`config.mk`:
```
export PLATFORM = sky130hd
export DESIGN_NAME = plu_ctrl
export DESIGN_NICKNAME = d
export VERILOG_FILES = /design/src/rtl/core/plu_pkg.sv /design/src/rtl/core/plu_ctrl.sv
export SDC_FILE = /design/constraint.sdc
export NUM_CORES = 1
export LEC_CHECK = 0
export BUFFER_PORTS_ARGS = -buffer_cell sky130_fd_sc_hd__clkbuf_2
export CORE_AREA = 2 2 40 42
export DETAILED_ROUTE_END_ITERATION = 7
export DIE_AREA = 0 0 42 44
export PLACE_DENSITY = 0.8
export SETUP_SLACK_MARGIN = 0.4
export SLEW_MARGIN = 20
export SYNTH_ARGS = -nofsm -noshare
export SYNTH_HDL_FRONTEND = slang
export SYNTH_SLANG_ARGS = --single-unit
```
`constraint.sdc`:
```
create_clock -name i_clk -period 2.1 [get_ports i_clk]
set_clock_uncertainty 0.05 [all_clocks]
set_input_delay 0.105 -clock i_clk [delete_from_list [all_inputs] [get_ports i_clk]]
set_output_delay 0.105 -clock i_clk [all_outputs]
set_load 0.02 [all_outputs]
```
`src/rtl/core/plu_pkg.sv`:
```
// shared constants, codes and controller/datapath interface types for the unit converter
package plu_pkg;

    localparam int MAX_ROWS   = 64;
    localparam int VALUE_W    = 32;
    localparam int ROW_W      = $clog2(MAX_ROWS);
    localparam int CNT_W      = $clog2(MAX_ROWS + 1);
    localparam int CMD_W      = 2;
    localparam int STAT_W     = 3;
    localparam int PROD_W     = 2 * VALUE_W;
    localparam int SUM_W      = VALUE_W + 4;
    localparam int DIV_CNT_W  = $clog2(PROD_W);
    localparam int IN_BITS    = ROW_W + 4 * VALUE_W;
    localparam int IN_DATA_W  = ((IN_BITS + 7) / 8) * 8;
    localparam int OUT_DATA_W = ((VALUE_W + 7) / 8) * 8;

    typedef enum logic [CMD_W-1:0] {
        CMD_WRITE = 2'd0,
        CMD_P2E   = 2'd1,
        CMD_E2P   = 2'd2
    } t_in_cmd;

    typedef enum logic [STAT_W-1:0] {
        ST_INTERP = 3'd0,
        ST_EXTRAP = 3'd1,
        ST_PASS   = 3'd2,
        ST_ZERO   = 3'd3,
        ST_SAT    = 3'd4
    } t_conv_st;

    typedef enum logic [0:0] {
        CFG_ROWS   = 1'b0,
        CFG_ENABLE = 1'b1
    } t_cfg_reg;

    typedef enum logic [2:0] {
        RD_ZERO,
        RD_ONE,
        RD_LAST,
        RD_PREV,
        RD_NEXT
    } t_rd_sel;

    typedef enum logic [3:0] {
        S_IDLE,
        S_ROW0,
        S_ROWL,
        S_BELOW,
        S_ABOVE,
        S_SCAN,
        S_DIFF,
        S_MUL,
        S_DIV,
        S_ADD,
        S_OUT
    } t_state;

    typedef struct packed {
        logic    load;
        logic    wr;
        t_rd_sel rd_sel;
        logic    lat_a;
        logic    lat_b;
        logic    k_init;
        logic    k_inc;
        logic    seg_set;
        logic    seg_extrap;
        logic    x0_b;
        logic    diff;
        logic    mul;
        logic    zero_dx;
        logic    div_step;
        logic    add;
        logic    out_load;
    } t_dp_cmd;

    typedef struct packed {
        logic enabled;
        logic below;
        logic above;
        logic hit;
        logic dx_zero;
        logic div_last;
    } t_dp_sts;

endpackage

```
`src/rtl/core/plu_ctrl.sv`:
```
// sequencing state machine: table search, multiply, divide and output hand-off
module plu_ctrl (
    input  logic                       i_clk,
    input  logic                       i_rst_n,
    input  logic                       i_in_valid,
    output logic                       o_in_ready,
    input  logic [plu_pkg::CMD_W-1:0]  i_in_cmd,
    input  logic                       i_out_ready,
    output logic                       o_out_valid,
    output plu_pkg::t_dp_cmd           o_dp_cmd,
    input  plu_pkg::t_dp_sts           i_dp_sts
);
    import plu_pkg::*;

    t_state r_state;
    t_state n_state;
    logic   r_out_valid;
    logic   n_out_valid;
    logic   accept;
    logic   is_conv;
    logic   out_free;

    assign o_in_ready  = (r_state == S_IDLE);
    assign accept      = i_in_valid && o_in_ready;
    assign is_conv     = (i_in_cmd == CMD_P2E) || (i_in_cmd == CMD_E2P);
    assign out_free    = !r_out_valid || i_out_ready;
    assign o_out_valid = r_out_valid;

    always_comb begin
        n_state = r_state;
        case (r_state)
            S_IDLE: begin
                if (accept && is_conv) begin
                    n_state = i_dp_sts.enabled ? S_ROW0 : S_OUT;
                end
            end
            S_ROW0:  n_state = S_ROWL;
            S_ROWL: begin
                if (i_dp_sts.below) begin
                    n_state = S_BELOW;
                end else if (i_dp_sts.above) begin
                    n_state = S_ABOVE;
                end else begin
                    n_state = S_SCAN;
                end
            end
            S_BELOW: n_state = S_DIFF;
            S_ABOVE: n_state = S_DIFF;
            S_SCAN: begin
                if (i_dp_sts.hit) begin
                    n_state = S_DIFF;
                end
            end
            S_DIFF:  n_state = S_MUL;
            S_MUL:   n_state = i_dp_sts.dx_zero ? S_OUT : S_DIV;
            S_DIV: begin
                if (i_dp_sts.div_last) begin
                    n_state = S_ADD;
                end
            end
            S_ADD:   n_state = S_OUT;
            S_OUT: begin
                if (out_free) begin
                    n_state = S_IDLE;
                end
            end
            default: n_state = S_IDLE;
        endcase
    end

    always_comb begin
        o_dp_cmd        = '0;
        o_dp_cmd.rd_sel = RD_ZERO;
        case (r_state)
            S_IDLE: begin
                o_dp_cmd.wr   = accept && (i_in_cmd == CMD_WRITE);
                o_dp_cmd.load = accept && is_conv;
            end
            S_ROW0: begin
                o_dp_cmd.lat_a  = 1'b1;
                o_dp_cmd.rd_sel = RD_LAST;
            end
            S_ROWL: begin
                o_dp_cmd.lat_b = 1'b1;
                if (i_dp_sts.below) begin
                    o_dp_cmd.rd_sel = RD_ONE;
                end else if (i_dp_sts.above) begin
                    o_dp_cmd.rd_sel = RD_PREV;
                end else begin
                    o_dp_cmd.rd_sel = RD_ONE;
                    o_dp_cmd.k_init = 1'b1;
                end
            end
            S_BELOW: begin
                o_dp_cmd.lat_b      = 1'b1;
                o_dp_cmd.seg_set    = 1'b1;
                o_dp_cmd.seg_extrap = 1'b1;
            end
            S_ABOVE: begin
                o_dp_cmd.lat_a      = 1'b1;
                o_dp_cmd.seg_set    = 1'b1;
                o_dp_cmd.seg_extrap = 1'b1;
                o_dp_cmd.x0_b       = 1'b1;
            end
            S_SCAN: begin
                if (i_dp_sts.hit) begin
                    o_dp_cmd.lat_b   = 1'b1;
                    o_dp_cmd.seg_set = 1'b1;
                end else begin
                    o_dp_cmd.lat_a  = 1'b1;
                    o_dp_cmd.k_inc  = 1'b1;
                    o_dp_cmd.rd_sel = RD_NEXT;
                end
            end
            S_DIFF: o_dp_cmd.diff = 1'b1;
            S_MUL: begin
                o_dp_cmd.zero_dx = i_dp_sts.dx_zero;
                o_dp_cmd.mul     = !i_dp_sts.dx_zero;
            end
            S_DIV:  o_dp_cmd.div_step = 1'b1;
            S_ADD:  o_dp_cmd.add      = 1'b1;
            S_OUT:  o_dp_cmd.out_load = out_free;
            default: o_dp_cmd = '0;
        endcase
    end

    always_comb begin
        n_out_valid = r_out_valid;
        if (o_dp_cmd.out_load) begin
            n_out_valid = 1'b1;
        end else if (i_out_ready) begin
            n_out_valid = 1'b0;
        end
    end

    always_ff @(posedge i_clk) begin
        if (!i_rst_n) begin
            r_state     <= S_IDLE;
            r_out_valid <= 1'b0;
        end else begin
            r_state     <= n_state;
            r_out_valid <= n_out_valid;
        end
    end

endmodule

```
# Word-level counts from Yosys, hierarchy flattened
# Index checks and enable logic that the tools add are counted.
[totals] reg_bits=5 memories=0 mem_bits_ro=0 mem_bits_rw=0 latchBits=0 word_cells=64 input_bits=12
[classes] shifts=0 multipliers=0 bitwise_logic=0 mux=32 n_eq_ne=16 n_lt_le_gt_ge=0 div_mod_pow=0 n_addsub=0 n_reduce_logical=14
[op_table] op="one-hot mux 4 bit (10 select lines)" n=1
[op_table] op="2-to-1 mux 4 bit" n=6
[op_table] op="equality test 4 x 3 -> 1 bit, second input constant" n=4
[op_table] op="2-to-1 mux 1 bit" n=15
[op_table] op="equality test 4 bit, second input constant" n=3
[op_table] op="one-hot mux 3 bit (3 select lines)" n=1
[op_table] op="equality test 4 x 2 -> 1 bit, second input constant" n=2
[op_table] op="2-to-1 mux 2 bit" n=4
[op_table] op="2-to-1 mux 3 bit" n=2
[op_table] op="inequality test 2 bit, second input constant" n=3
[op_table] op="one-hot mux 1 bit (2 select lines)" n=3
[op_table] op="OR reduction 2 bit" n=3
[op_table] op="equality test 4 x 1 -> 1 bit, second input constant" n=1
[op_table] op="zero test 4 bit" n=1
[op_table] op="AND reduction 4 bit" n=1
[op_table] op="logical AND 1 bit" n=3
[op_table] op="equality test 2 x 1 -> 1 bit, second input constant" n=1
[op_table] op="equality test 2 bit, second input constant" n=1
[op_table] op="zero test 1 bit" n=2
[op_table] op="zero test 2 bit" n=1
[op_table] op="logical OR 1 bit" n=2
[op_table] op="inequality test 2 x 1 -> 1 bit, second input constant" n=1
[op_table] op="nonzero test 2 bit" n=1

# Depth between registers and ports, before layout
# Gate-level depths: netlist (run 1).
[depth] ltp_word=5 ltp_mapped=6 ltp_nobuf=6

# Worst setup path after synthesis (run 1)
# Ideal clock, no wire load.
[synth_path] path_type="register -> register" start="register r_state[2]" end="register r_state[1]" setup_slack_ps=353 t_required_ps=1931 t_arrival_ps=1578 n_path_buf=1 path_stages_with_launch=6 cell_sequence="dfxtp_1 buf_6 nor4_2 o2bb2ai_2 nor4b_2 o221a_1"
[synth_between] elab_chain_cells=5 word_cells_on_any_way=20 classes_between="eq/ne (14); mux (1); reduce/logical (5)"
[synth_lines] item="start: declaration" line="plu_ctrl.sv:15" rtl="t_state r_state;"
[synth_lines] item="start signal: assignment" line="plu_ctrl.sv:141" rtl="r_state <= n_state;"
[synth_lines] item="zero test 4 bit (*)" line="plu_ctrl.sv:23" rtl="assign o_in_ready = (r_state == S_IDLE);"
[synth_lines] item="named net o_in_ready" line="plu_ctrl.sv:6" rtl="output logic o_in_ready,"
[synth_lines] item="logical AND 1 bit" line="plu_ctrl.sv:24" rtl="assign accept = i_in_valid && o_in_ready;"
[synth_lines] item="logical AND 1 bit" line="plu_ctrl.sv:33" rtl="if (accept && is_conv) begin"
[synth_lines] item="inequality test 2 x 1 -> 1 bit (no line)"
[synth_lines] item="AND reduction 4 bit (no line)"
# The timed path passes the listed nets; every way through them passes the cells marked *.
# A chain may end at the register's enable or synchronous reset.

==> summary.md, run 1 <==
| Metric | Value |
|---|---|
| Clk root buf | `clkbuf_4` |
| Commonest cells in the synthesized netlist | `nor2_1, nand2b_1, a21oi_1, dfxtp_1, nor3_1` |
| Final Net Count | `129` |
| Yosys reg bits | `5` |
| DRC Markers | `0` |
| Starting density of the core | `45.50%` |
| Number of buffers inserted by hold repair at cts | `0` |
| Min Tclk post-route | `1.699 ns` |
| PD cells | `1202 nW/um^2` |
| Peak supply drop | `0.0006872 V` |
| RSZ-0062 raised after global routing | `yes` |
| Synth area leaders | `dfxtp_1, nand2b_1, nor2_1` |
| Layout cell share with drive strength beyond 1 | `48.70%` |
| Crit-path cells | `buf_4, nor4bb_1, nor2_1, nor3_1, clkbuf_2` |
| Worst path arrival time | `1.54 ns` |
| Largest net degree at the start of global routing | `18` |
| Synth Cell Area | `645.6 um^2` |
| Antenna Cells | `0` |
| Slew @ Worst Pin | `0.3519 ns` |
| Met2 usage | `36.88%` |
| CTS tree | `yes` |
| Prevailing post-synth register cell | `dfxtp_1` |
| Total GRT Usage | `19.83%` |
| Detailed-placement wirelength estimate | `1.312 mm` |
| Hold Vio Cnt, Final | `0` |
| DR WL/cell | `13.44 um` |
| Worst-skew pair later-pin latency | `0.25 ns` |
| Worst R2R Path Depth | `5` |
| Area leader, netlist | `dfxtp_1` |
| Vias in the first global route | `656` |
| Core region area | `1419 um^2` |
| CP Max Fanout | `14` |
| Status | `finished, final reports clean` |
| Worst Setup SP | `r_state[1]` |
| Stages on the worst setup path | `5` |
| CP max stage cell | `dfxtp_4` |
| CTS clk-pin slew, worst paths | `0.05 ns` |
| Synth-to-Final Area Change | `31.78%` |
| Sink Count | `5` |
| Post-layout power | `1.022 mW` |
| Row cnt | `14` |
| H-tree level count | `1` |
| Drt initial violations | `17` |
| Via count | `737` |
| Drt total wl | `1.760 mm` |
| Initial antenna violation count | `0` |
| I/O Pins | `32` |
| Die height | `44 um` |
| Worst setup EP type | `output port` |
| Crit path max-delay family | `simple AND/OR/NAND/NOR gates` |
| Final period util | `80.90%` |
| GRT met1 Usage | `22.00%` |
| Mean Syn Cell Area | `7.779 um^2` |
| Synth top area share | `15.50%` |
| RD Place Congestion | `0.8511` |
| Die Width | `42 um` |
| Slew HR | `76.48%` |
| Fillers | `133` |
| # setup viols final | `0` |
| DR pass1 iterations | `4` |
| Cells after Synth | `83` |
| Detail Route Antenna Nets | `0` |
| Distinct cells, synth | `42` |
| EDFF count, synth | `0` |
| Startpoint types | `flop` |
| Syn_nets | `96` |
| R2r setup slk | `0.49 ns` |
| Number of port buffers | `31` |
| Met3 Use GR | `3.333%` |
| WP buf/inv | `2` |
| Global route overflow | `0` |
| Setup TNS Final | `0 ns` |
| P_leak | `0.4041 nW` |
| Max-cap viol count | `0` |
| Clock Path Buffers | `2` |
| DIE AREA | `1848 um^2` |
| R2r endpoint | `r_state[1]` |
| WP data required | `1.95 ns` |
| TritonCTS buffer count | `3` |
| Vias per cell | `5.626` |
| Slowest cell delay on critical path | `0.42 ns` |
| Worst min path class | `in -> reg` |
| Fmax | `0.5886 GHz` |
| Post-synth ARST share | `0%` |
| Finished Layout Cells | `131` |
| First-pass GRT wire length | `2.794 mm` |
| Global route hottest layer | `met2` |
| Setup crit end | `o_dp_cmd[14]` |
| Critical path class | `reg -> out` |
| Synth warn | `0` |
| Max-slew violations | `0` |
| Placed Cells incl. Taps | `125` |
| Count leader, synth | `nor2_1` |
| Post-synthesis sequential area ratio | `15.50%` |
| Reg2Reg Launch Point | `r_state[0]` |
## metal layers
metal / vias to the layer above / routed length, um / share of wire, %
met5: - / 0 / 0
met4: 0 / 10 / 0.57
met3: 2 / 64 / 3.6
met2: 23 / 927 / 53
met1: 339 / 757 / 43
li1: 373 / - / -
## flip-flops by register name (all words and copies together), names as in the netlist
name / cells
o_out_valid: 1
r_state: 4
## layout by cell type, fill, tap and decap left out, types with 2 or more instances in the layout
cell	instances
a21oi_1	5
and3_2	3
buf_4	5
clkbuf_2	31
clkbuf_4	3
dfxtp_2	2
dfxtp_4	2
inv_1	3
nand2_1	2
nand2b_1	6
nand3b_1	2
nor2_1	10
nor2b_1	3
nor3_1	4
nor3_2	2
nor3b_1	2
nor4_1	3
nor4_4	2
## repair_timing
action	4_1_cts	5_1_grt
pin swaps	0	1
gates resized for setup	4	4
endpoints found under the setup margin	15	6
setup buffers	0	2
## through the flow
| step | hold slack (ns) | cell area (um^2) | utilization [%] | setup slack (ns) |
|---|---|---|---|---|
| floorplan | 0.1808 | 654.4 | - | 0.4357 |
| global placement | 0.3398 | 788.3 | 55.56 | 0.3671 |
| detailed placement | 0.3466 | 788.3 | 55.56 | 0.3001 |
| CTS | 0.08357 | 819.5 | 57.76 | 0.3410 |
| global route | 0.09085 | 850.8 | 59.96 | 0.3169 |
| finish | 0.09062 | 850.8 | 59.96 | 0.4011 |
## cells by family (layout without fill, tap and decap cells)
kind of cell    Yosys count  in the layout  synth area share (%)
simple gates             50             50                 51.74
compound gates           16             16                 19.19
buf+inv                  11             43                 11.63
flops                     5              5                 15.50
fa+ha+maj                 1              1                 1.938
## layout make-up
| type | count | area [um^2] | share of cell area [%] |
|---|---|---|---|
| flip-flops and latches | 5 | 110.1 | 12.94 |
| well taps | 16 | 20.02 | 2.353 |
| repair buffers | 36 | 192.7 | 22.65 |
| multi-input cells | 67 | 490.5 | 57.65 |
| inverters | 3 | 11.26 | 1.324 |
| clock buffers | 4 | 26.28 | 3.088 |
## how the worst min path moves through the flow
stage                       start  slack [ns]    endpoint  depth (start not counted)
after global routing      i_rst_n        0.09  r_state[3]                          2
after floorplan           i_rst_n        0.18  r_state[0]                          1
after detailed placement  i_rst_n        0.35  r_state[3]                          2
final                     i_rst_n        0.09  r_state[3]                          2
after CTS                 i_rst_n        0.08  r_state[3]                          2
after global placement    i_rst_n        0.34  r_state[3]                          2
## power by group
part	switching, mW	internal, mW
clock	0.0433	0.0721
sequential	0.105	0.136
combinational	0.380	0.285
total	0.529	0.494
(Power assumes the default switching activity.)
==> run 2, diff against run 1 <==
- ABC_AREA: unset -> 1
- PLACE_DENSITY: 0.8 -> 0.74
- clock period: 2.1 -> 1.8 ns (I/O delays scaled with it)
==> summary.md, run 2 <==
| Metric | Value |
|---|---|
| Register share of total power | `17.5%` |
| Vias in the first global route | `680` |
| PD cells | `1858 nW/um^2` |
| Clk root buf | `clkbuf_4` |
| Initial antenna violation count | `0` |
| WP data required | `1.66 ns` |
| Placed Cells incl. Taps | `149` |
| Peak supply drop | `0.0009022 V` |
| RD Place Congestion | `0.8290` |
| Reg2Reg Launch Point | `r_state[2]` |
| Layout cell share with drive strength beyond 1 | `51.41%` |
| Sink Count | `5` |
| Max reg flops | `4` |
| Row cnt | `14` |
| Hold Vio Cnt, Final | `0` |
| Worst min path class | `in -> reg` |
| Post-layout power | `1.690 mW` |
| CP Max Fanout | `5` |
| Max-cap viol count | `0` |
| Detail Route Antenna Nets | `0` |
| Worst Setup SP | `r_state[2]` |
| Drt total wl | `1.687 mm` |
| Finished Layout Cells | `158` |
| I/O Pins | `32` |
| Synth area leaders | `dfxtp_1, nand2_1, inv_1` |
| Die height | `44 um` |
| Clk network pwr share | `7.4%` |
| Post-synth ARST share | `0%` |
| Status | `finished, final reports clean` |
| Worst path arrival time | `1.23 ns` |
| Core region area | `1419 um^2` |
| Critical path class | `reg -> out` |
| Startpoint types | `flop` |
| Yosys reg bits | `5` |
| DR WL/cell | `10.68 um` |
| RSZ-0062 raised after global routing | `yes` |
| EDFF count, synth | `0` |
| Count leader, synth | `nand2_1` |
| Synth warn | `0` |
| Worst-skew pair later-pin latency | `0.23 ns` |
| Commonest non-fill, non-tap cell in the layout | `clkbuf_2` |
| Mean Syn Cell Area | `5.515 um^2` |
| Slew @ Worst Pin | `0.2091 ns` |
| Detailed-placement wirelength estimate | `1.311 mm` |
| H-tree level count | `1` |
| DRC Markers | `0` |
| Largest net degree at the start of global routing | `6` |
| CTS clk-pin slew, worst paths | `0.04 ns` |
| Hold_sp | `i_rst_n` |
| Comb power frac | `75.1%` |
| Max-slew violations | `0` |
| Synth top area share | `17.62%` |
| P_leak | `0.5562 nW` |
| Syn_nets | `116` |
| Register with the most flip-flops | `r_state` |
| Clock Path Buffers | `2` |
| Global route overflow | `0` |
| Cells after Synth | `103` |
| Setup TNS Final | `0 ns` |
| Total GRT Usage | `17.77%` |
| Worst R2R Path Depth | `9` |
| Number of buffers inserted by hold repair at cts | `0` |
| # setup viols final | `0` |
| Min Tclk post-route | `1.374 ns` |
| Commonest cells in the synthesized netlist | `nand2_1, inv_1, nor2_1, nand3_1, nor2_2` |
| Int Power | `0.7478 mW` |
| Slew HR | `86.01%` |
| Starting density of the core | `40.04%` |
| Antenna Cells | `0` |
| Number of port buffers | `31` |
| Worst setup EP type | `output port` |
| Synth-to-Final Area Change | `60.13%` |
| Most frequent cells in the layout | `clkbuf_2, inv_1, nand2_1, buf_4, nor2_1` |
| DR pass1 iterations | `4` |
| Switching part of the total | `55.75%` |
| NetSw | `0.9420 mW` |
| Fmax | `0.7276 GHz` |
| DIE AREA | `1848 um^2` |
| Synth Cell Area | `568.0 um^2` |
| Final period util | `76.36%` |
| Area leader, netlist | `dfxtp_1` |
| WHS Path Cells | `3` |
| Drt initial violations | `11` |
| Via count | `737` |
| Post-synthesis sequential area ratio | `17.62%` |
| Vias per cell | `4.665` |
| Die Width | `42 um` |
| Prevailing post-synth register cell | `dfxtp_1` |
| First-pass GRT wire length | `2.587 mm` |
| TritonCTS buffer count | `3` |
| Final Net Count | `156` |
| CTS tree | `yes` |
| Distinct cells, synth | `20` |
-- run 2: per-stage QoR --
stage	area [um^2]	hold slack (ns)	setup WS (ns)	util (%)
global placement	738.2	0.2670	0.4820	52.03
global route	909.6	0.03836	0.3764	64.11
finish	909.6	0.02438	0.4256	64.11
detailed placement	738.2	0.2687	0.4933	52.03
floorplan	570.5	0.1641	0.4732	-
CTS	809.5	0.01988	0.3764	57.05
-- run 2: worst max-delay path, stage by stage, from the launching register on --
cell and delay, ns:
dfxtp_4 0.37, inv_4 0.06, nor2_4 0.19, nand2_2 0.11, nor2_2 0.12, buf_4 0.15
-- run 2: worst paths after layout --
check | end | slack (ns)
setup / recovery | o_dp_cmd[3] | 0.43
hold / removal | r_state[3] | 0.02
setup reg to reg | r_state[3] | 0.48
hold reg to reg | o_out_valid | 0.54
-- run 2: logic make-up after synthesis --
logic type      after synthesis  synth area share [%]
compound gates                7                 8.151
fa+ha+maj                     1                 2.202
buf+inv                      26                 17.84
flops                         5                 17.62
simple gates                 64                 54.18
-- run 2: cell type report --
class                           instances  area [um^2]
Inverter                               25        103.9
Timing Repair Buffer                   36        212.7
Tap cell                               16        20.02
Multi-Input combinational cell         72        431.7
Sequential cell                         5        115.1
Fill cell                             129        509.2
Clock buffer                            4        26.28
-- run 2: repair_timing --
item | 4_1_cts | 5_1_grt
pin swaps | 2 | 7
setup buffers | 2 | 3
resized for setup | 12 | 34
endpoints found under the setup margin | 10 | 15
cloned | 0 | 0
-- run 2: power by group through the flow --
stage	Clock, mW	Sequential [mW]	Combinational, mW
finish	0.125	0.296	1.27
global route	0.138	0.304	1.39
CTS	0.132	0.247	1.08
detailed placement	0	0.223	1.02
global placement	0	0.219	1.01
floorplan	0	0.216	0.758
-- run 2: routing by layer --
metal  share of wire (%)  GRT usage [%]
met5                   0              0
met4                 2.0          7.097
met3                 5.4          1.667
met2                  51          35.31
met1                  41          19.10
